===== src/rtl/plane_point_bounding_box_macros.svh =====
// Assertion macros for the plane point bounding box block.
// Used by the queue, front and back modules; no other dependencies.
`ifndef PLANE_POINT_BOUNDING_BOX_MACROS_SVH
`define PLANE_POINT_BOUNDING_BOX_MACROS_SVH
`ifndef SYNTHESIS
`define PPBB_ASSERT_IMPL(label, ante, cons) \
    label: assert property (@(posedge clk) disable iff (!rst_n) (ante) |-> (cons)) \
        else $error("ppbb assertion failed");
`define PPBB_ASSERT_NEXT(label, ante, cons) \
    label: assert property (@(posedge clk) disable iff (!rst_n) (ante) |=> (cons)) \
        else $error("ppbb assertion failed");
`else
`define PPBB_ASSERT_IMPL(label, ante, cons)
`define PPBB_ASSERT_NEXT(label, ante, cons)
`endif
`endif


===== src/rtl/ppbb_pkg.sv =====
// Shared types, constants and fixed-point helpers for the bounding box block.
// No dependencies.
package ppbb_pkg;

    localparam int COORD_WIDTH_DEF = 24;
    localparam int NORM_W          = 16;
    localparam int Q_DEPTH         = 2;

    typedef enum logic [1:0] {
        REG_NORMAL_X,
        REG_NORMAL_Y,
        REG_NORMAL_Z,
        REG_PLANE_OFFSET
    } reg_idx_t;

    // One finished set, handed from front to back
    typedef struct packed {
        logic signed [31:0] min_v;
        logic signed [31:0] max_v;
        logic signed [31:0] min_w;
        logic signed [31:0] max_w;
        logic [2:0][15:0]   v;
        logic [2:0][15:0]   w;
        logic [2:0][15:0]   n;
        logic signed [31:0] d;
        logic               degen;
    } job_t;

    typedef struct packed {
        logic full;
        logic empty;
    } q_status_t;

    // Drop 14 fraction bits, round half up
    function automatic logic signed [63:0] rnd14(input logic signed [63:0] x);
        return (x + 64'sd8192) >>> 14;
    endfunction

    function automatic logic signed [15:0] sat16(input logic signed [63:0] x);
        if (x > 64'sd32767)
            return 16'sh7fff;
        else if (x < -64'sd32768)
            return 16'sh8000;
        else
            return x[15:0];
    endfunction

    function automatic logic signed [31:0] sat32(input logic signed [63:0] x);
        if (x > 64'sd2147483647)
            return 32'sh7fffffff;
        else if (x < -64'sd2147483648)
            return 32'sh80000000;
        else
            return x[31:0];
    endfunction

endpackage


===== src/rtl/ppbb_back.sv =====
// Back end: forms the four corners of a finished set and drives the output register.
// Depends on ppbb_pkg and the assertion macro header; reads from ppbb_queue.
`include "plane_point_bounding_box_macros.svh"
module ppbb_back
    import ppbb_pkg::*;
#(
    parameter int COORD_WIDTH = COORD_WIDTH_DEF
)
(
    input  logic                          clk,
    input  logic                          rst_n,
    input  q_status_t                     q_status,
    input  job_t                          q_data,
    output logic                          pop,
    output logic                          out_valid,
    input  logic                          out_stall,
    output logic signed [COORD_WIDTH-1:0] corner_x,
    output logic signed [COORD_WIDTH-1:0] corner_y,
    output logic signed [COORD_WIDTH-1:0] corner_z,
    output logic [1:0]                    corner_index,
    output logic                          degenerate,
    output logic                          last_corner
);

    typedef enum logic [2:0] {
        B_IDLE, B_M0, B_M1, B_M2, B_M3, B_RND, B_OUT
    } state_t;

    localparam logic signed [63:0] C_HI = (64'sd1 <<< (COORD_WIDTH - 1)) - 64'sd1;
    localparam logic signed [63:0] C_LO = -C_HI - 64'sd1;

    state_t                        state_reg;
    job_t                          job_reg;
    logic [1:0]                    k_reg;
    logic [1:0]                    i_reg;
    logic signed [63:0]            prod_reg;
    logic signed [63:0]            acc_reg;
    logic signed [COORD_WIDTH-1:0] comp_reg [3];
    logic                          out_valid_reg;
    logic signed [COORD_WIDTH-1:0] corner_x_reg, corner_y_reg, corner_z_reg;
    logic [1:0]                    corner_index_reg;
    logic                          degenerate_reg;
    logic                          last_corner_reg;

    logic signed [31:0] mul_a;
    logic signed [15:0] mul_b;
    logic signed [63:0] acc_rnd;
    logic signed [COORD_WIDTH-1:0] acc_sat;
    logic signed [31:0] u_sel, s_sel;
    logic               out_free;
    logic               corners_zero;

    assign u_sel = (k_reg == 2'd1 || k_reg == 2'd2) ? job_reg.max_v : job_reg.min_v;
    assign s_sel = (k_reg == 2'd1 || k_reg == 2'd3) ? job_reg.max_w : job_reg.min_w;

    always_comb
    begin
        mul_a = '0;
        mul_b = '0;
        unique case (state_reg)
            B_M0:    begin mul_a = job_reg.d; mul_b = job_reg.n[i_reg]; end
            B_M1:    begin mul_a = u_sel;     mul_b = job_reg.v[i_reg]; end
            B_M2:    begin mul_a = s_sel;     mul_b = job_reg.w[i_reg]; end
            default: begin mul_a = '0;        mul_b = '0;               end
        endcase
    end

    assign acc_rnd = rnd14(acc_reg);

    always_comb
    begin
        if (acc_rnd > C_HI)
            acc_sat = COORD_WIDTH'(C_HI);
        else if (acc_rnd < C_LO)
            acc_sat = COORD_WIDTH'(C_LO);
        else
            acc_sat = acc_rnd[COORD_WIDTH-1:0];
    end

    assign out_free = !out_valid_reg || !out_stall;
    assign pop      = (state_reg == B_IDLE) && !q_status.empty;

    always_ff @(posedge clk or negedge rst_n)
    begin
        if (!rst_n)
        begin
            state_reg     <= B_IDLE;
            k_reg         <= '0;
            i_reg         <= '0;
            out_valid_reg <= 1'b0;
        end
        else
        begin
            prod_reg <= 64'(mul_a) * 64'(mul_b);
            if (state_reg == B_OUT && out_free)
                out_valid_reg <= 1'b1;
            else if (!out_stall)
                out_valid_reg <= 1'b0;

            unique case (state_reg)
                B_IDLE:
                begin
                    if (!q_status.empty)
                    begin
                        job_reg   <= q_data;
                        k_reg     <= '0;
                        i_reg     <= '0;
                        state_reg <= B_M0;
                    end
                end
                B_M0: state_reg <= B_M1;
                B_M1:
                begin
                    acc_reg   <= -prod_reg;
                    state_reg <= B_M2;
                end
                B_M2:
                begin
                    acc_reg   <= acc_reg + prod_reg;
                    state_reg <= B_M3;
                end
                B_M3:
                begin
                    acc_reg   <= acc_reg + prod_reg;
                    state_reg <= B_RND;
                end
                B_RND:
                begin
                    comp_reg[i_reg] <= job_reg.degen ? '0 : acc_sat;
                    if (i_reg == 2'd2)
                    begin
                        i_reg     <= '0;
                        state_reg <= B_OUT;
                    end
                    else
                    begin
                        i_reg     <= i_reg + 1'b1;
                        state_reg <= B_M0;
                    end
                end
                B_OUT:
                begin
                    if (out_free)
                    begin
                        corner_x_reg     <= comp_reg[0];
                        corner_y_reg     <= comp_reg[1];
                        corner_z_reg     <= comp_reg[2];
                        corner_index_reg <= k_reg;
                        degenerate_reg   <= job_reg.degen;
                        last_corner_reg  <= (k_reg == 2'd3);
                        k_reg            <= k_reg + 1'b1;
                        state_reg        <= (k_reg == 2'd3) ? B_IDLE : B_M0;
                    end
                end
                default: state_reg <= B_IDLE;
            endcase
        end
    end

    assign out_valid    = out_valid_reg;
    assign corner_x     = corner_x_reg;
    assign corner_y     = corner_y_reg;
    assign corner_z     = corner_z_reg;
    assign corner_index = corner_index_reg;
    assign degenerate   = degenerate_reg;
    assign last_corner  = last_corner_reg;

    assign corners_zero = (corner_x_reg == '0) && (corner_y_reg == '0) && (corner_z_reg == '0);

    `PPBB_ASSERT_IMPL(a_degen_zero, out_valid_reg && degenerate_reg, corners_zero)

endmodule


===== config.mk =====
export PLATFORM = sky130hd
export DESIGN_NAME = ppbb_back
export DESIGN_NICKNAME = d
export VERILOG_FILES = /design/src/rtl/ppbb_pkg.sv /design/src/rtl/ppbb_back.sv
export VERILOG_INCLUDE_DIRS = /design/src /design/src/rtl
export SDC_FILE = /design/constraint.sdc
export NUM_CORES = 2
export LEC_CHECK = 0
export ABC_AREA = 1
export BUFFER_PORTS_ARGS = -buffer_cell sky130_fd_sc_hd__buf_2
export CAP_MARGIN = 20
export CORE_ASPECT_RATIO = 1.4
export CORE_MARGIN = 1.5
export CORE_UTILIZATION = 35
export CTS_CLUSTER_DIAMETER = 60
export CTS_CLUSTER_SIZE = 16
export DETAILED_ROUTE_END_ITERATION = 6
export GPL_TIMING_DRIVEN = 0
export PLACE_DENSITY = 0.58
export SLEW_MARGIN = 20
export SYNTH_ARGS = -nofsm -noshare
export SYNTH_HDL_FRONTEND = slang
export SYNTH_SLANG_ARGS = --single-unit

===== constraint.sdc =====
create_clock -name clk -period 23.6 [get_ports clk]
set_clock_uncertainty 0.15 [all_clocks]
set_input_delay 1.18 -clock clk [delete_from_list [all_inputs] [get_ports clk]]
set_output_delay 1.18 -clock clk [all_outputs]
set_load 0.1 [all_outputs]

---- Yosys cells after proc, flatten, opt, wreduce, memory -nomap -nowiden ----
Memories as Yosys holds them, arrays and structs flattened. A register that Yosys moved wholly into a read port is not among the register bits.
Index checks and enable logic that the tools add are counted.
cells by class
  equality and inequality tests ........... 13
  add/subtract/negate cells ............... 5
  bitwise logic cells ..................... 1
  $mul .................................... 1
  reductions and logical operators ........ 20
  multiplexer cells ....................... 28
  order comparisons ....................... 3
operator list
  kind                    number
  $pmux 64 s2             1
  $bmux 16 s2             3
  $pmux 32 s3             1
  $mux 24                 3
  $add 64x15->64 const B  1
  $add 64x48->64          1
  $mux 32                 2
  $neg 48->64             1
  $gt 50x24->1 const B    1
  $lt 50x24->1 const B    1
  $mul 32x16->48          1
  $mux 16                 3
  $pmux 16 s3             1
  $pmux 3 s7              1
  $eq 3x3->1 const B      3
  $mux 3                  3
  $reduce_and 3->1        3
  $pmux 2 s2              2
  $eq 2x2->1 const B      3
  $eq 3x2->1 const B      2
  $mux 2                  3
  $reduce_and 2->1        3
  $reduce_bool 2->1       3
  $mux 1                  5
  other kinds (12)        20
word-level totals
  input port bits ......................... 310
  RAM bits ................................ 72
  register bits after elaboration ......... 429
  memories ................................ 1
  word-level logic and storage cells ...... 96
memory list
  memory    words  bits a word  read ports  clocked after Yosys merged registers in  write ports  RTL line         RTL
  comp_reg  3      24           3           3                                        1            ppbb_back.sv:38  logic signed [COORD_WIDTH-1:0] comp_reg [3];

---- Logic depth before layout (Yosys ltp) ----
  depth after elaboration ................. 5
  gate-level depth with buffers ........... 35

---- Worst setup path before layout ----
OpenSTA, ideal clock, no wires.
  path kind ............................... input to register
  start ................................... input port q_status[0] (netlist bit)
  end ..................................... register job_reg[0] (netlist bit) (enable)
  arrival ................................. 21.795 ns
  library setup time ...................... 1.345 ns
  required time ........................... 22.105 ns
  slack ................................... 0.310 ns
  stages .................................. 1
  cells stage by stage .................... nor3_1
between the ends
  longest elaborated chain between the ends .. 2
ends and longest elaborated chain
  element                     RTL line          RTL
  start: declaration          ppbb_back.sv:12   input q_status_t q_status,
  $not 1->1 (no line)         -
  $reduce_and 3->1 (no line)  -
  end signal: assignment      ppbb_back.sv:105  job_reg <= q_data;
  end: declaration            ppbb_back.sv:33   job_t job_reg;
No other way between the ends.
A chain may end at the register's enable or synchronous reset.

---- Final worst setup path ----
  start ................................... register k_reg[0]
  end ..................................... register prod_reg[37] (data pin)
between the ends
  longest elaborated chain between the ends .. 5
  elaborated cells on any way between the ends .. 9
  those cells by class .................... mul (1); eq/ne (3); mux (3); reduce/logical (2)
ends and longest elaborated chain
  element                              RTL line                          RTL
  start: declaration                   ppbb_back.sv:34                   logic [1:0] k_reg;
  start signal: assignment             ppbb_back.sv:151                  k_reg <= k_reg + 1'b1;
  $eq 2x1->1 (tied with other cells)   ppbb_back.sv:53, ppbb_back.sv:54
  $logic_or 1x1->1 (on tied branches)  ppbb_back.sv:54, ppbb_back.sv:53
  $mux 32 (on tied branches)           ppbb_back.sv:54, ppbb_back.sv:53
  $pmux 32 s3 *                        ppbb_back.sv:60                   unique case (state_reg)
  $mul 32x16->48 *                     ppbb_back.sv:94                   prod_reg <= 64'(mul_a) * 64'(mul_b);
  end signal: assignment               ppbb_back.sv:94
  end: declaration                     ppbb_back.sv:36                   logic signed [63:0] prod_reg;
Mark *: on every way between the ends. The rest lies on a longest branch, timed or not.

==> impl_metrics.yaml <==
clock_tree:
  cts_buffer_depth: 3
  cts_root_buffer: "clkbuf_16"
  ctsHoldBuffers: 0
  cts_htree_levels: 2
  postCtsSetupBuffers: 0
  clock_sinks: 573
  postCtsResizedCells: 0
  clk_latency_ps: 660
  cts.clk_slew.worst_paths_ps: 70
  numCtsBuffers: 51
  cts_tree: "yes"
routing:
  vias: 37450
  antenna_left: 0
  first_pass_iters: 6
  first_iter_violations: 2396
  finalWirelength_mm: 157.1
  routed_via_density: 4.854
  wl_per_cell_um: 20.37
  drc: 0
timing:
  final.setup.tns_ps: 0
  min_period_ps: 9632
  tightest_slew_ps: 1330
  setup_ws_ps: 13970
  finalHoldViolCount: 0
  min_period_over_period: 0.4081
  setup_viol: 0
  max_freq_mhz: 103.8
  whs_ps: 266.3
  relSlewSlack: 0.1042
  rsz0062_at_grt: "false"
  drv_slew: 0
worst_hold_path:
  hold_path_depth: 0
  hp-class: "reg2reg"
global_route:
  grt_pass1_vias: 39310
  grt_max_degree: 60
  antenna_found_initial: 11
  grt_pass1_wl_mm: 235.4
  gr-usage-all-layers: 0.2295
  grt_overflow_total: 0
synth:
  ys_ff_latch: 573
  syn_nets: 6404
  yosys_warnings: 0
  synth_area_sq_um: 47420
  synthFlopType: "edfxtp_1"
  synth_edf_count: 565
  synth-seq-area-share: 0.3620
  synth.distinct_cells: 54
  syn_inst: 5426
  async_flop_share: 0.01396
  avgSynthCellArea_sq_um: 8.739
setup_path:
  cpMostUsedCell: "inv_1"
  cp-start-kind: "flip-flop"
  crit_slowest_cell: "nor2_2"
  reg2regPathDepth: 34
  critPathKind: "reg2reg"
  crit_arrival_ps: 9900
  path_max_fanout: 10
  cp.required_ps: 23870
  max_stage_delay_ps: 650
  end_kind: "flip-flop"
  worst-r2r-setup-slack_ps: 13970
floorplanning:
  die_h_um: 438.5
  fp-row-count: 159
  die_x_um: 314.1
  die_area_sq_um: 137700
  start_util: 0.3531
  core_area_sq_um: 134300
  pin_count: 388
placed_design:
  dpl.hpwl_mm: 134.9
  post-place-ws_ps: 13980
  gp_congestion: 0.9933
  port_buffers: 386
cells_and_area:
  synthToLayoutAreaGrowth_pct: 13.38
  final_nets: 6890
  n_fill_cell: 13610
  final_layout_size_suffix_gt1_frac: 0.1108
  largest_reg_flops: 305
  fin_util: 0.4003
status:
  status: "finished clean"
run:
  max_cap_viol_count: 0
[placed cells by master (no fill, tap or decap), types with 14 or more instances in the layout]
cell type / instances
o21ai_0: 166
xor2_1: 76
o21bai_1: 15
buf_4: 35
inv_1: 1200
edfxtp_1: 565
a31oi_1: 21
nor4_1: 20
o21a_1: 14
xnor2_1: 48
ha_1: 181
clkbuf_1: 60
fa_1: 487
nor2_1: 347
a21oi_1: 253
nand3b_1: 23
buf_2: 458
nor3_1: 69
nand3_1: 265
nand4_1: 39
clkbuf_16: 51
nand2_1: 1361
[cell type report]
type                       instances  area [sq um]  share of cell area
multi-input combinational       3498         25070              0.4663
sequential                       573         17170              0.3193
inverter                        1209          4543             0.08451
timing repair buffer             433          2401             0.04466
tap                             1771          2216             0.04122
clock buffer                      53          1284             0.02388
buffer                           146         684.4             0.01273
clock inverter                    24         376.6            0.007006
antenna                            7         17.52           0.0003258
[through the flow]
| step | std cells | instance area, sq um |
|---|---|---|
| floorplan | 5426 | 47420 |
| global placement | 7583 | 51560 |
| detailed placement | 7630 | 52080 |
| CTS | 7707 | 53740 |
| global route | 7712 | 53750 |
| finish | 7714 | 53760 |
[cell families (layout without fill, tap and decap cells)]
family | Yosys count | in the layout | share of synthesized area
AO/OA/AOI/OAI | 514 | 514 | 0.05890
XOR/XNOR | 124 | 124 | 0.02290
adder cells (fa/ha/maj) | 668 | 668 | 0.2534
buffers and inverters | 1355 | 1865 | 0.1102
flip-flops | 573 | 573 | 0.3620
other | 0 | 7 | 0
AND/OR/NAND/NOR | 2192 | 2192 | 0.1926
[Yosys cell counts, drive strengths merged (4+ instances only)]
| cell type | instances | area, sq um |
|---|---|---|
| nor4 | 20 | 125.1 |
| o22ai | 4 | 25.02 |
| nand4 | 40 | 256.5 |
| ha | 181 | 2265 |
| xnor2 | 48 | 420.4 |
| a31oi | 21 | 131.4 |
| nor2 | 372 | 1499 |
| o211ai | 7 | 66.31 |
| a21oi | 254 | 1275 |
| or2 | 16 | 100.1 |
| fa | 487 | 9749 |
| a21o | 10 | 75.07 |
| nand3 | 267 | 1346 |
| nor3 | 77 | 416.7 |
| inv | 1206 | 4529 |
| clkbuf | 58 | 217.7 |
| edfxtp | 565 | 16970 |
| xor2 | 76 | 665.6 |
| o31ai | 4 | 30.03 |
| nand3b | 23 | 172.7 |
| o21ai | 173 | 873.3 |
| dfrtp | 8 | 200.2 |
| o21bai | 16 | 123.9 |
| o21a | 14 | 105.1 |
| buf | 88 | 466.7 |
| a21boi | 5 | 37.54 |
| nand2 | 1373 | 5189 |
[worst paths after layout]
kind,startpoint,end
worst max-delay path,k_reg[0],prod_reg[37]
worst min-delay path,comp_reg[0][7],corner_x[7]
worst max register to register,k_reg[0],prod_reg[37]
worst min register to register,comp_reg[0][7],corner_x[7]
max in group asynchronous,rst_n,state_reg[0]
min in group asynchronous,rst_n,out_valid
[metal layers]
| metal | up-vias | global-route usage | part of all wire |
|---|---|---|---|
| met5 | - | 0 | 0.00031 |
| met4 | 8 | 0.1628 | 0.084 |
| met3 | 430 | 0.02610 | 0.043 |
| met2 | 1220 | 0.4261 | 0.52 |
| met1 | 17920 | 0.2383 | 0.35 |
| li1 | 17870 | - | - |
[critical path, delay by kind of cell (launching register included)]
kind / cells / cell delay [ps]
adder cells (fa/ha/maj): 8 / 3390
flip-flops: 1 / 460
buffers and inverters: 14 / 2020
AND/OR/NAND/NOR: 6 / 1740
XOR/XNOR: 1 / 80
AO/OA/AOI/OAI: 5 / 1530
Power is left out: the tool's default activity adds up to more than one toggle a clock period on the data nets, which glitch-free logic cannot reach.
