$ cat config.mk
export PLATFORM = sky130hd
export DESIGN_NAME = ppbb_queue
export DESIGN_NICKNAME = d
export VERILOG_FILES = /design/src/rtl/ppbb_pkg.sv /design/src/rtl/ppbb_queue.sv
export VERILOG_INCLUDE_DIRS = /design/src /design/src/rtl
export SDC_FILE = /design/constraint.sdc
export NUM_CORES = 1
export LEC_CHECK = 0
export ABC_AREA = 1
export BUFFER_PORTS_ARGS = -buffer_cell sky130_fd_sc_hd__buf_4
export CAP_MARGIN = 40
export CORE_AREA = 2 2 240 242
export CTS_BUF_LIST = sky130_fd_sc_hd__clkbuf_8
export DETAILED_ROUTE_END_ITERATION = 16
export DIE_AREA = 0 0 242 244
export GPL_ROUTABILITY_DRIVEN = 0
export HOLD_SLACK_MARGIN = 0.03
export SYNTH_ARGS = -nofsm -noshare
export SYNTH_HDL_FRONTEND = slang
export SYNTH_SLANG_ARGS = --single-unit
export TNS_END_PERCENT = 50
$ cat constraint.sdc
create_clock -name clk -period 39.9 [get_ports clk]
set_input_delay 3.99 -clock clk [delete_from_list [all_inputs] [get_ports clk]]
set_output_delay 3.99 -clock clk [all_outputs]
set_load 0.005 [all_outputs]
$ cat src/rtl/plane_point_bounding_box_macros.svh
// Assertion macros for the plane point bounding box block.
// Used by the queue, front and back modules; no other dependencies.
`ifndef PLANE_POINT_BOUNDING_BOX_MACROS_SVH
`define PLANE_POINT_BOUNDING_BOX_MACROS_SVH
`ifndef SYNTHESIS
`define PPBB_ASSERT_IMPL(label, ante, cons) \
    label: assert property (@(posedge clk) disable iff (!rst_n) (ante) |-> (cons)) \
        else $error("ppbb assertion failed");
`define PPBB_ASSERT_NEXT(label, ante, cons) \
    label: assert property (@(posedge clk) disable iff (!rst_n) (ante) |=> (cons)) \
        else $error("ppbb assertion failed");
`else
`define PPBB_ASSERT_IMPL(label, ante, cons)
`define PPBB_ASSERT_NEXT(label, ante, cons)
`endif
`endif

$ cat src/rtl/ppbb_pkg.sv
// Shared types, constants and fixed-point helpers for the bounding box block.
// No dependencies.
package ppbb_pkg;

    localparam int COORD_WIDTH_DEF = 24;
    localparam int NORM_W          = 16;
    localparam int Q_DEPTH         = 2;

    typedef enum logic [1:0] {
        REG_NORMAL_X,
        REG_NORMAL_Y,
        REG_NORMAL_Z,
        REG_PLANE_OFFSET
    } reg_idx_t;

    // One finished set, handed from front to back
    typedef struct packed {
        logic signed [31:0] min_v;
        logic signed [31:0] max_v;
        logic signed [31:0] min_w;
        logic signed [31:0] max_w;
        logic [2:0][15:0]   v;
        logic [2:0][15:0]   w;
        logic [2:0][15:0]   n;
        logic signed [31:0] d;
        logic               degen;
    } job_t;

    typedef struct packed {
        logic full;
        logic empty;
    } q_status_t;

    // Drop 14 fraction bits, round half up
    function automatic logic signed [63:0] rnd14(input logic signed [63:0] x);
        return (x + 64'sd8192) >>> 14;
    endfunction

    function automatic logic signed [15:0] sat16(input logic signed [63:0] x);
        if (x > 64'sd32767)
            return 16'sh7fff;
        else if (x < -64'sd32768)
            return 16'sh8000;
        else
            return x[15:0];
    endfunction

    function automatic logic signed [31:0] sat32(input logic signed [63:0] x);
        if (x > 64'sd2147483647)
            return 32'sh7fffffff;
        else if (x < -64'sd2147483648)
            return 32'sh80000000;
        else
            return x[31:0];
    endfunction

endpackage

$ cat src/rtl/ppbb_queue.sv
// Two-entry request queue between front and back.
// Depends on ppbb_pkg and the assertion macro header.
`include "plane_point_bounding_box_macros.svh"
module ppbb_queue
    import ppbb_pkg::*;
(
    input  logic      clk,
    input  logic      rst_n,
    input  logic      push,
    input  job_t      push_data,
    input  logic      pop,
    output job_t      pop_data,
    output q_status_t status
);

    localparam int PW = (Q_DEPTH > 1) ? $clog2(Q_DEPTH) : 1;

    job_t          mem [Q_DEPTH];
    logic [PW-1:0] wr_ptr_reg;
    logic [PW-1:0] rd_ptr_reg;
    logic [PW:0]   count_reg;

    always_ff @(posedge clk)
    begin
        if (push)
            mem[wr_ptr_reg] <= push_data;
    end

    always_ff @(posedge clk or negedge rst_n)
    begin
        if (!rst_n)
        begin
            wr_ptr_reg <= '0;
            rd_ptr_reg <= '0;
            count_reg  <= '0;
        end
        else
        begin
            if (push)
                wr_ptr_reg <= (wr_ptr_reg == PW'(Q_DEPTH - 1)) ? '0 : wr_ptr_reg + 1'b1;
            if (pop)
                rd_ptr_reg <= (rd_ptr_reg == PW'(Q_DEPTH - 1)) ? '0 : rd_ptr_reg + 1'b1;
            if (push && !pop)
                count_reg <= count_reg + 1'b1;
            else if (pop && !push)
                count_reg <= count_reg - 1'b1;
        end
    end

    assign pop_data     = mem[rd_ptr_reg];
    assign status.full  = (count_reg == (PW+1)'(Q_DEPTH));
    assign status.empty = (count_reg == '0);

    `PPBB_ASSERT_IMPL(a_no_overflow, push, !status.full)
    `PPBB_ASSERT_IMPL(a_no_underflow, pop, !status.empty)
    `PPBB_ASSERT_NEXT(a_push_fills, push && !pop, !status.empty)

endmodule

# Word-level counts from Yosys, hierarchy flattened
# Memory sizes are Yosys's and may differ from the RTL's.
# Cells that the tools add are included.
[op_classes] n_addsub=4 eq_ne=1 muxes=6 reduce_logical=6
[ops] cell="2-to-1 mux 1 bit" count=4
[ops] cell="2-to-1 mux 2 bit" count=2
[ops] cell="adder 1 bit (second input constant)" count=2
[ops] cell="adder 2 x 1 -> 2 bit (second input constant)" count=1
[ops] cell="equality test 2 bit (second input constant)" count=1
[ops] cell="logical AND 1 bit" count=2
[ops] cell="zero test 1 bit" count=2
[ops] cell="zero test 2 bit" count=1
[ops] cell="nonzero test 2 bit" count=1
[ops] cell="subtractor 2 x 1 -> 2 bit (second input constant)" count=1
[word_totals] regBits=4 mem_bits_rw=610 in_bits=309 output_inout_bits=307 elab_cells=21 n_memories=1
[mem_list] memory="mem" depth=2 word_bits=305 rd=1 rd_ports_with_merged_regs=0 write_ports=1 line="ppbb_queue.sv:18" source="job_t mem [Q_DEPTH];"

# Longest topological paths before layout
# Gate-level depths: netlist (run 1).
[logic_depth] ltp_word=4 ltp_mapped=7

# Least setup slack after synthesis (run 1)
# No wires, ideal clock.
[synth_timing] path_type="input-to-reg" startpoint="input port push" endpoint="memory mem[0][0] (netlist bit), enable pin" t_arrival_ns=16.768 required_time_ns=38.914 path_slack_ns=22.146 stages=2 cell_sequence="inv_1 > nor2_1"
[synth_between] elab_chain_len=2
[synth_rtl] element="start: declaration" line="ppbb_queue.sv:9" source="input logic push,"
[synth_rtl] element="2-to-1 mux 1 bit" line="ppbb_queue.sv:25" source="if (push)"
[synth_rtl] element="2-to-1 mux 1 bit (not written as such)" line="ppbb_queue.sv:26" source="mem[wr_ptr_reg] <= push_data;"
[synth_rtl] element="end: declaration" line="ppbb_queue.sv:18"
# No other way between the ends.

==> results.cfg, run 1 <==
[routing]
drt-pass1-iter-count = 4
routed_wl_um = 56600
post_drt_wl_per_cell_um = 22.6
vias_per_cell = 4.67
vias = 11700
drt-initial-drc-count = 542
postRouteAntennaNets = 0
drc = 0

[sta]
fmax_ghz = 0.132
holdWs_ps = 521
drv_slew = 0
finalHoldViolations = 0
period_share_pct = 19.0
tightestPinTransition_ps = 1230
min_period_ps = 7590
final-setup-viol-count = 0
fin_setup_tns_ps = 0
worst_slack_ps = 32310
rsz0062_at_grt = false
slew_headroom_pct = 17.8
fin_skew_ps = 32.9

[setup_path]
r2r-end = mem[0][43]
r2r-start = wr_ptr_reg
cp-start-kind = flop
cp.arrival_ps = 3600
crit_type = reg -> out
required_ps = 35910
crit_start = rd_ptr_reg
end_kind = output pin
cp_max_fo = 51
rr_worst_depth = 4
r2r_slack_ps = 36810

[layout]
largest_reg_flops = 610
drive_above_1_share_pct = 60.2
syn2layout_area_growth_pct = 31.3
fillCellCount = 4533
nets = 1982
final_common_cell = buf_4
layout_common_cells = 622 x buf_4, 610 x edfxtp_1, 240 x mux2_4

[placed_design]
detailed_place_hpwl_um = 40400
dp_slack_ps = 32970
io_buffer_count = 615

[clock_tree]
cts_tree = yes
cts-buffers-inserted = 100
cts_setup_buffers = 0
clk_pin_slew_ps = 60
htree_levels = 3
cts_resized = 0
hold_buffers = 0
clk_latency_ps = 670
cts_root_buffer = clkbuf_8
clock_path_buffers = 3
cts.sink_count = 614

[synth]
syn-cell-area_um2 = 23200
synth.distinct_cells = 14
ys_seq_elements = 614
yosysWarnings = 0
syn_nets = 1284
synth_cells = 974
ys_seq_area_share_pct = 79.4
avgSynthCellArea_um2 = 23.8

[min_path]
min_delay_path_depth = 2
hold_class = reg -> reg
hold_end = count_reg[1]
min_from = count_reg[1]

[power_and_ir_drop]
leakage_nw = 12.2
irDropWorstVdd_mv = 0.0383
power.density_nw_per_um2 = 68.0

[global_route]
grt_max_degree = 183
antenna_found_initial = 12
grt_pass1_wl_um = 79600
gr-total-overflow = 0
grt_pass1_vias = 12500
gr-usage-all-layers_pct = 18.5

[status]
outcome = complete, no violations

[floorplan]
start_util_pct = 41.3
die_w_um = 242
rows = 87
core-area_um2 = 56200
top_level_ports = 616
die_area_um2 = 59000
die_h_um = 244

[run]
cap_violations = 0
## power by group
part	switching, mW	internal, mW
Sequential	0.0340	0.858
Clock	0.233	0.250
Combinational	0.304	0.393
Total	0.571	1.50
## critical path: stages (launching register included)
cell and delay [ps]:
dfrtp_4 450, buf_4 530, buf_4 650, buf_4 400, buf_16 340, mux2_4 330, buf_4 140
## through the flow
stage                     power, mW  cell area (µm²)  std cells  utilization [%]
final                          2.07            30500       2509             54.3
after global routing           2.17            30500       2508             54.2
after CTS                      2.11            30400       2499             54.2
after detailed placement       1.62            28700       2326             51.1
after global placement         1.60            28500       2320             50.8
after floorplan                1.34            23200        974                -
## per-layer routing
metal	wire length [µm]	track usage [%]	part of all wire [%]
met1	19300	18.6	34
met5	30	0	0.053
met2	29400	32.3	52
met3	5440	8.60	9.6
met4	2480	9.26	4.4
## Yosys cell counts
cell type  instances  area share (%)
nor2_1             3           0.049
nand3_1            1           0.022
buf_2              6            0.13
edfxtp_1         610              79
mux2_2            65             3.2
nand2_1            5           0.081
mux2_4           240              16
ha_1               1           0.054
inv_1              7            0.11
xnor2_1            1           0.038
buf_6             28             1.4
xor2_1             2           0.076
nand4_1            1           0.027
dfrtp_1            4            0.43
## cell type report
class | instances | area (µm²) | area share, %
Clock buffer | 103 | 1420 | 4.65
Multi-Input combinational cell | 319 | 4420 | 14.5
Antenna cell | 10 | 25.0 | 0.0821
Clock inverter | 70 | 338 | 1.11
Tap cell | 756 | 946 | 3.10
Inverter | 7 | 33.8 | 0.111
Sequential cell | 614 | 18400 | 60.5
Timing Repair Buffer | 630 | 4870 | 16.0
## how the worst max path moves through the flow
stage | slack (ps) | endpoint | depth (start not counted)
6_report | 32310 | pop_data[157] | 6
5_1_grt | 32090 | pop_data[157] | 6
4_1_cts | 32190 | pop_data[157] | 6
3_5_place_dp | 32970 | pop_data[157] | 6
3_3_place_gp | 31620 | pop_data[157] | 5
2_1_floorplan | 22150 | mem[0][0] | 2
## logic make-up (layout without fill, tap and decap cells)
kind of cell / after synthesis / count (layout) / share of synthesized area [%]
xor gates and xnor gates: 3 / 3 / 0.113
adders and majority gates: 1 / 1 / 0.0539
buffers and inverters: 41 / 810 / 1.60
DFF: 614 / 614 / 79.4
muxes: 305 / 305 / 18.7
other: 0 / 10 / 0
and+or+nand+nor: 10 / 10 / 0.178
Note: power is estimated with default switching activity, not from simulation.
==> run 2, diff against run 1 <==
Settings changed: CORE_AREA 2 2 240 242 to 2 2 241 243, DIE_AREA 0 0 242 244 to 0 0 243 245, PLACE_DENSITY set to 0.67.
Clock period 39.9 ns to 6.6 ns, I/O delays scaled along.
==> run 2 against run 1 <==
Die area grew 0.82%. Non-clock buffer count shrank 5. Design area shrank 0.34%. Sequential share of layout area grew 0.20 points. Largest power group unchanged. Critical endpoint is now pop_data[43]. Core utilization shrank 1.0 points. Critical path depth shrank 2. Hold slack lost 360 ps. Worst setup slack lost 29000 ps.
==> results.cfg, run 2 (same netlist as run 1, synthesis figures left out) <==
[power_and_ir_drop]
irDropWorstVdd_mv = 0.327
p_sw_mw = 3.44
leakage_nw = 12.1
p_comb_share_pct = 33.7
p_total_mw = 12.4
power_frac_clock_pct = 23.0
power.density_nw_per_um2 = 408
seqPwrFrac_pct = 43.3
p_int_mw = 8.96
switching_share_pct = 27.7

[clock_tree]
cts_tree = yes
cts_root_buffer = clkbuf_8
clk_pin_slew_ps = 60
cts.sink_count = 614
hold_buffers = 1
clk_latency_ps = 670
clock_path_buffers = 3
cts_resized = 0
htree_levels = 3
cts_setup_buffers = 0
cts-buffers-inserted = 99

[placed_design]
postPlaceCellArea_um2 = 28600
io_buffer_count = 615
dp_slack_ps = 3720
detailed_place_hpwl_um = 35700

[sta]
rsz0062_at_grt = false
fmax_ghz = 0.276
period_share_pct = 54.9
drv_slew = 0
tightestPinTransition_ps = 1190
min_period_ps = 3620
fin_setup_tns_ps = 0
final-setup-viol-count = 0
worst_slack_ps = 2980
slew_headroom_pct = 20.9
fin_skew_ps = 31.6
finalHoldViolations = 0

[layout]
drive_above_1_share_pct = 59.9
postLayoutCoreUtil_pct = 53.2
final_common_cell = buf_4
syn2layout_area_growth_pct = 30.9
layout_common_cells = 617 x buf_4, 610 x edfxtp_1, 240 x mux2_4
nets = 1976
largest_reg_flops = 610
final_area_um2 = 30400

[routing]
wl_met2_um = 27800
postRouteAntennaNets = 0
drt-initial-drc-count = 543
drc = 0
drt-pass1-iter-count = 6
dr.max_layer_used = met5
wl_met3_um = 3930
vias_per_cell = 4.63
routed_wl_um = 52500
vias = 11600
post_drt_wl_per_cell_um = 20.9
m1WireLength_um = 19400

[status]
outcome = complete, no violations

[global_route]
antenna_found_initial = 5
gr-usage-all-layers_pct = 16.9
grt_max_degree = 173
gr-total-overflow = 0
grt_pass1_vias = 12200
grt_pass1_wl_um = 75400

[setup_path]
crit_type = reg -> out
end_kind = output pin
cp_max_fo = 101
cp-start-kind = flop
required_ps = 5940
cp.arrival_ps = 2960

[floorplan]
start_util_pct = 40.7
core-area_um2 = 57000
die_area_um2 = 59500
rows = 88
die_w_um = 243
top_level_ports = 616
die_h_um = 245

[run]
cap_violations = 0

[min_path]
hold_class = in -> reg
==> run 2: cell count changes in the layout (fill, tap and decap cells not counted), sizes merged, moves of 2 or more <==
cell      before  now
clkinvlp       0    4
inv           50   48
diode         10    2
clkbuf       103  100
buf          630  624
bufinv         2    0
clkinv        25   34
==> run 2: layer usage <==
metal  vias to the layer above  GRT usage [%]
met1                      5856           19.1
met2                       407           29.7
met4                         4           6.71
li1                       5280              -
met3                        89           5.47
met5                         -              0
==> run 2: through the flow <==
| step | hold WS, ps | std cells |
|---|---|---|
| after floorplan | 364 | 974 |
| after global placement | 459 | 2327 |
| after detailed placement | 457 | 2329 |
| after CTS | 80.0 | 2509 |
| after global routing | 97.2 | 2511 |
| final | 164 | 2511 |
==> run 2: cell type report <==
| cell class | instances | area (µm²) |
|---|---|---|
| tap | 765 | 957 |
| clock buffer | 100 | 1380 |
| inverter | 7 | 33.8 |
| timing repair buffer | 625 | 4800 |
| antenna | 2 | 5.00 |
| multi-input combinational | 319 | 4420 |
| sequential | 614 | 18400 |
| clock inverter | 79 | 355 |
| fill | 4598 | 26700 |
==> run 2: path summary, 6_finish.rpt <==
check / from / end / slack (ps) / cells past startpoint
setup / recovery: rd_ptr_reg / pop_data[43] / 2980 / 4
max in group asynchronous: rst_n / rd_ptr_reg / 6130 / 2
min in group asynchronous: rst_n / wr_ptr_reg / 360 / 2
hold reg to reg: count_reg[1] / count_reg[1] / 520 / 2
hold / removal: push_data[62] / mem[0][62] / 160 / 1
setup reg to reg: wr_ptr_reg / mem[1][43] / 4190 / 3
==> run 2: power by group through the flow <==
| stage | Combinational [mW] | Sequential [mW] | Clock [mW] |
|---|---|---|---|
| global route | 4.41 | 5.44 | 3.12 |
| detailed placement | 4.23 | 5.46 | 0 |
| floorplan | 2.40 | 5.55 | 0 |
| finish | 4.18 | 5.38 | 2.85 |
| global placement | 4.12 | 5.50 | 0 |
| CTS | 4.24 | 5.38 | 2.96 |
==> run 2: worst max-delay path: stages, from the launching register on <==
cell     delay [ps]
dfrtp_4         580
buf_16          340
buf_12          480
mux2_4          390
buf_4           150
==> run 3, diff against run 2 <==
Settings changed: ABC_AREA 1 to 0, CORE_AREA 2 2 241 243 to 2 2 242 244, DIE_AREA 0 0 243 245 to 0 0 244 246, PLACE_DENSITY 0.67 to not set.
Clock period 6.6 ns to 3.8 ns, I/O delays scaled along.
==> run 3 against run 2 <==
Global-route usage grew 1.5 points. Area after synthesis is essentially flat. Die area grew 0.82%. Worst setup slack lost 2100 ps. Clock skew shrank 7.9 ps. Non-clock buffer count grew 324. Register-to-register slack lost 2300 ps. Clock power grew 85%. Routed wire length grew 8.8%. Sequential share of layout area shrank 6.1 points.
==> results.cfg, run 3 <==
[global_route]
grt_max_degree = 89
grt_pass1_wl_um = 83000
gr-usage-all-layers_pct = 18.4
antenna_found_initial = 5
grt_pass1_vias = 14000
gr-total-overflow = 0

[sta]
fmax_ghz = 0.341
final-setup-viol-count = 0
period_share_pct = 77.2
min_period_ps = 2930
worst_slack_ps = 868
slew_headroom_pct = 54.5
fin_setup_tns_ps = 0
tightestPinTransition_ps = 682
fin_skew_ps = 23.6
finalHoldViolations = 0
rsz0062_at_grt = false
drv_slew = 0
holdWs_ps = 120

[floorplan]
top_level_ports = 616
die_w_um = 244
die_h_um = 246
die_area_um2 = 60000
start_util_pct = 40.4
core-area_um2 = 57400
rows = 88

[synth]
synth.distinct_cells = 13
ys_async_sr_fraction_pct = 0.651
synth_top_cell_by_area = edfxtp_1
synth-main-ff-cell = edfxtp_1
syn-cell-area_um2 = 23200
synth_top_cell_area_share_pct = 79.0
ys_seq_area_share_pct = 79.4
synth_edf_count = 610
yosysMostFrequentCell = edfxtp_1
syn_nets = 1275
ys_seq_elements = 614
synth_area_leaders = edfxtp_1 79%, mux2_4 16%, mux2_2 3.2%
avgSynthCellArea_um2 = 24.0
synth_cells = 965
synth_commonest_cells = 610 x edfxtp_1, 240 x mux2_4, 65 x mux2_2, 28 x buf_6, 6 x buf_2
yosysWarnings = 0

[routing]
vias_per_cell = 4.57
post_drt_wl_per_cell_um = 20.1
drt-initial-drc-count = 618
vias = 13000
drc = 0
drt-pass1-iter-count = 4
postRouteAntennaNets = 0
routed_wl_um = 57100

[setup_path]
cp-start-kind = flop
cpMaxStageDelayCell = dfrtp_4
path_delay_family = flip-flops
r2r-start = wr_ptr_reg
r2r_slack_ps = 1930
path_common_cell = buf_4
rr_worst_depth = 2
cpPeakStageDelay_ps = 880
r2r-end = mem[0][56]
path_buf_inv = 2
end_kind = output pin
crit_type = reg -> out
crit_chain = buf_4 > mux2_2 > buf_4
cp_max_fo = 35
crit_start = rd_ptr_reg
cp.arrival_ps = 2550
required_ps = 3420

[power_and_ir_drop]
leakage_nw = 13.6
p_total_mw = 22.3
irDropWorstVdd_mv = 0.396
power.density_nw_per_um2 = 661

[layout]
final_cell_count_no_fill = 2838
multi_input_area_um2 = 4430
fillCellCount = 4330
final_common_cell = buf_4
postLayoutCoreUtil_pct = 58.8
final_area_um2 = 33800
seq_area_um2 = 18400
layout_common_cells = 628 x buf_4, 610 x edfxtp_1, 308 x dlygate4sd3_1
nets = 2295
drive_above_1_share_pct = 51.9
largest_reg_flops = 610
syn2layout_area_growth_pct = 45.6

[clock_tree]
cts-buffers-inserted = 103
clk_pin_slew_ps = 60
htree_levels = 3
cts_setup_buffers = 0
cts_tree = yes
cts_root_buffer = clkbuf_8
cts.sink_count = 614
clock_path_buffers = 3
clk_latency_ps = 660

[min_path]
hold_class = in -> async

[placed_design]
dp_slack_ps = 1510
io_buffer_count = 615
dp_cells = 2337
postPlaceCellArea_um2 = 28800
detailed_place_hpwl_um = 38500

[status]
outcome = complete, no violations

[run]
cap_violations = 0
==> run 3: report_power, final <==
part / switching [mW] / internal [mW] / total, mW
clock network: 2.58 / 2.68 / 5.26
logic: 3.29 / 4.40 / 7.69
registers: 0.394 / 8.98 / 9.37
total: 6.27 / 16.1 / 22.3
==> run 3: worst max-delay path by stage <==
stage	endpoint	slack, ps	depth (start not counted)
final	pop_data[291]	870	3
after global routing	pop_data[291]	710	3
after CTS	pop_data[291]	750	3
after detailed placement	pop_data[291]	1510	3
after global placement	pop_data[291]	1520	3
after floorplan	mem[0][0]	-1570	1
==> run 3: layout make-up <==
| class | instances | area share (%) |
|---|---|---|
| clock inverters | 85 | 1.33 |
| inverters | 1 | 0.0111 |
| repair buffers | 949 | 23.9 |
| diodes | 5 | 0.0371 |
| clock buffers | 103 | 4.20 |
| flip-flops and latches | 614 | 54.6 |
| well taps | 765 | 2.84 |
| multi-input cells | 316 | 13.1 |
==> run 3: kinds of logic after synthesis <==
group | share of synthesized area [%]
fa+ha+maj | 0.0540
simple gates | 0.113
xor+xnor | 0.189
flops | 79.4
buf+inv | 1.51
mux | 18.7
==> run 3: timing repair <==
item	CTS	global route
hold buffers	308	0
endpoints found under the hold margin	617	0
gates resized for setup	0	0
==> run 3: metal layers <==
layer,GRT usage (%),wire (µm)
met1,20.7,21200
met2,32.6,30300
met3,5.20,3780
met4,8.16,1890
met5,0,23
==> run 3: worst register-to-register path, delay by kind of cell, from the launching register on <==
kind	cells	cell delay, ps
buffers and inverters	1	590
and+or+nand+nor	1	470
DFF	1	430
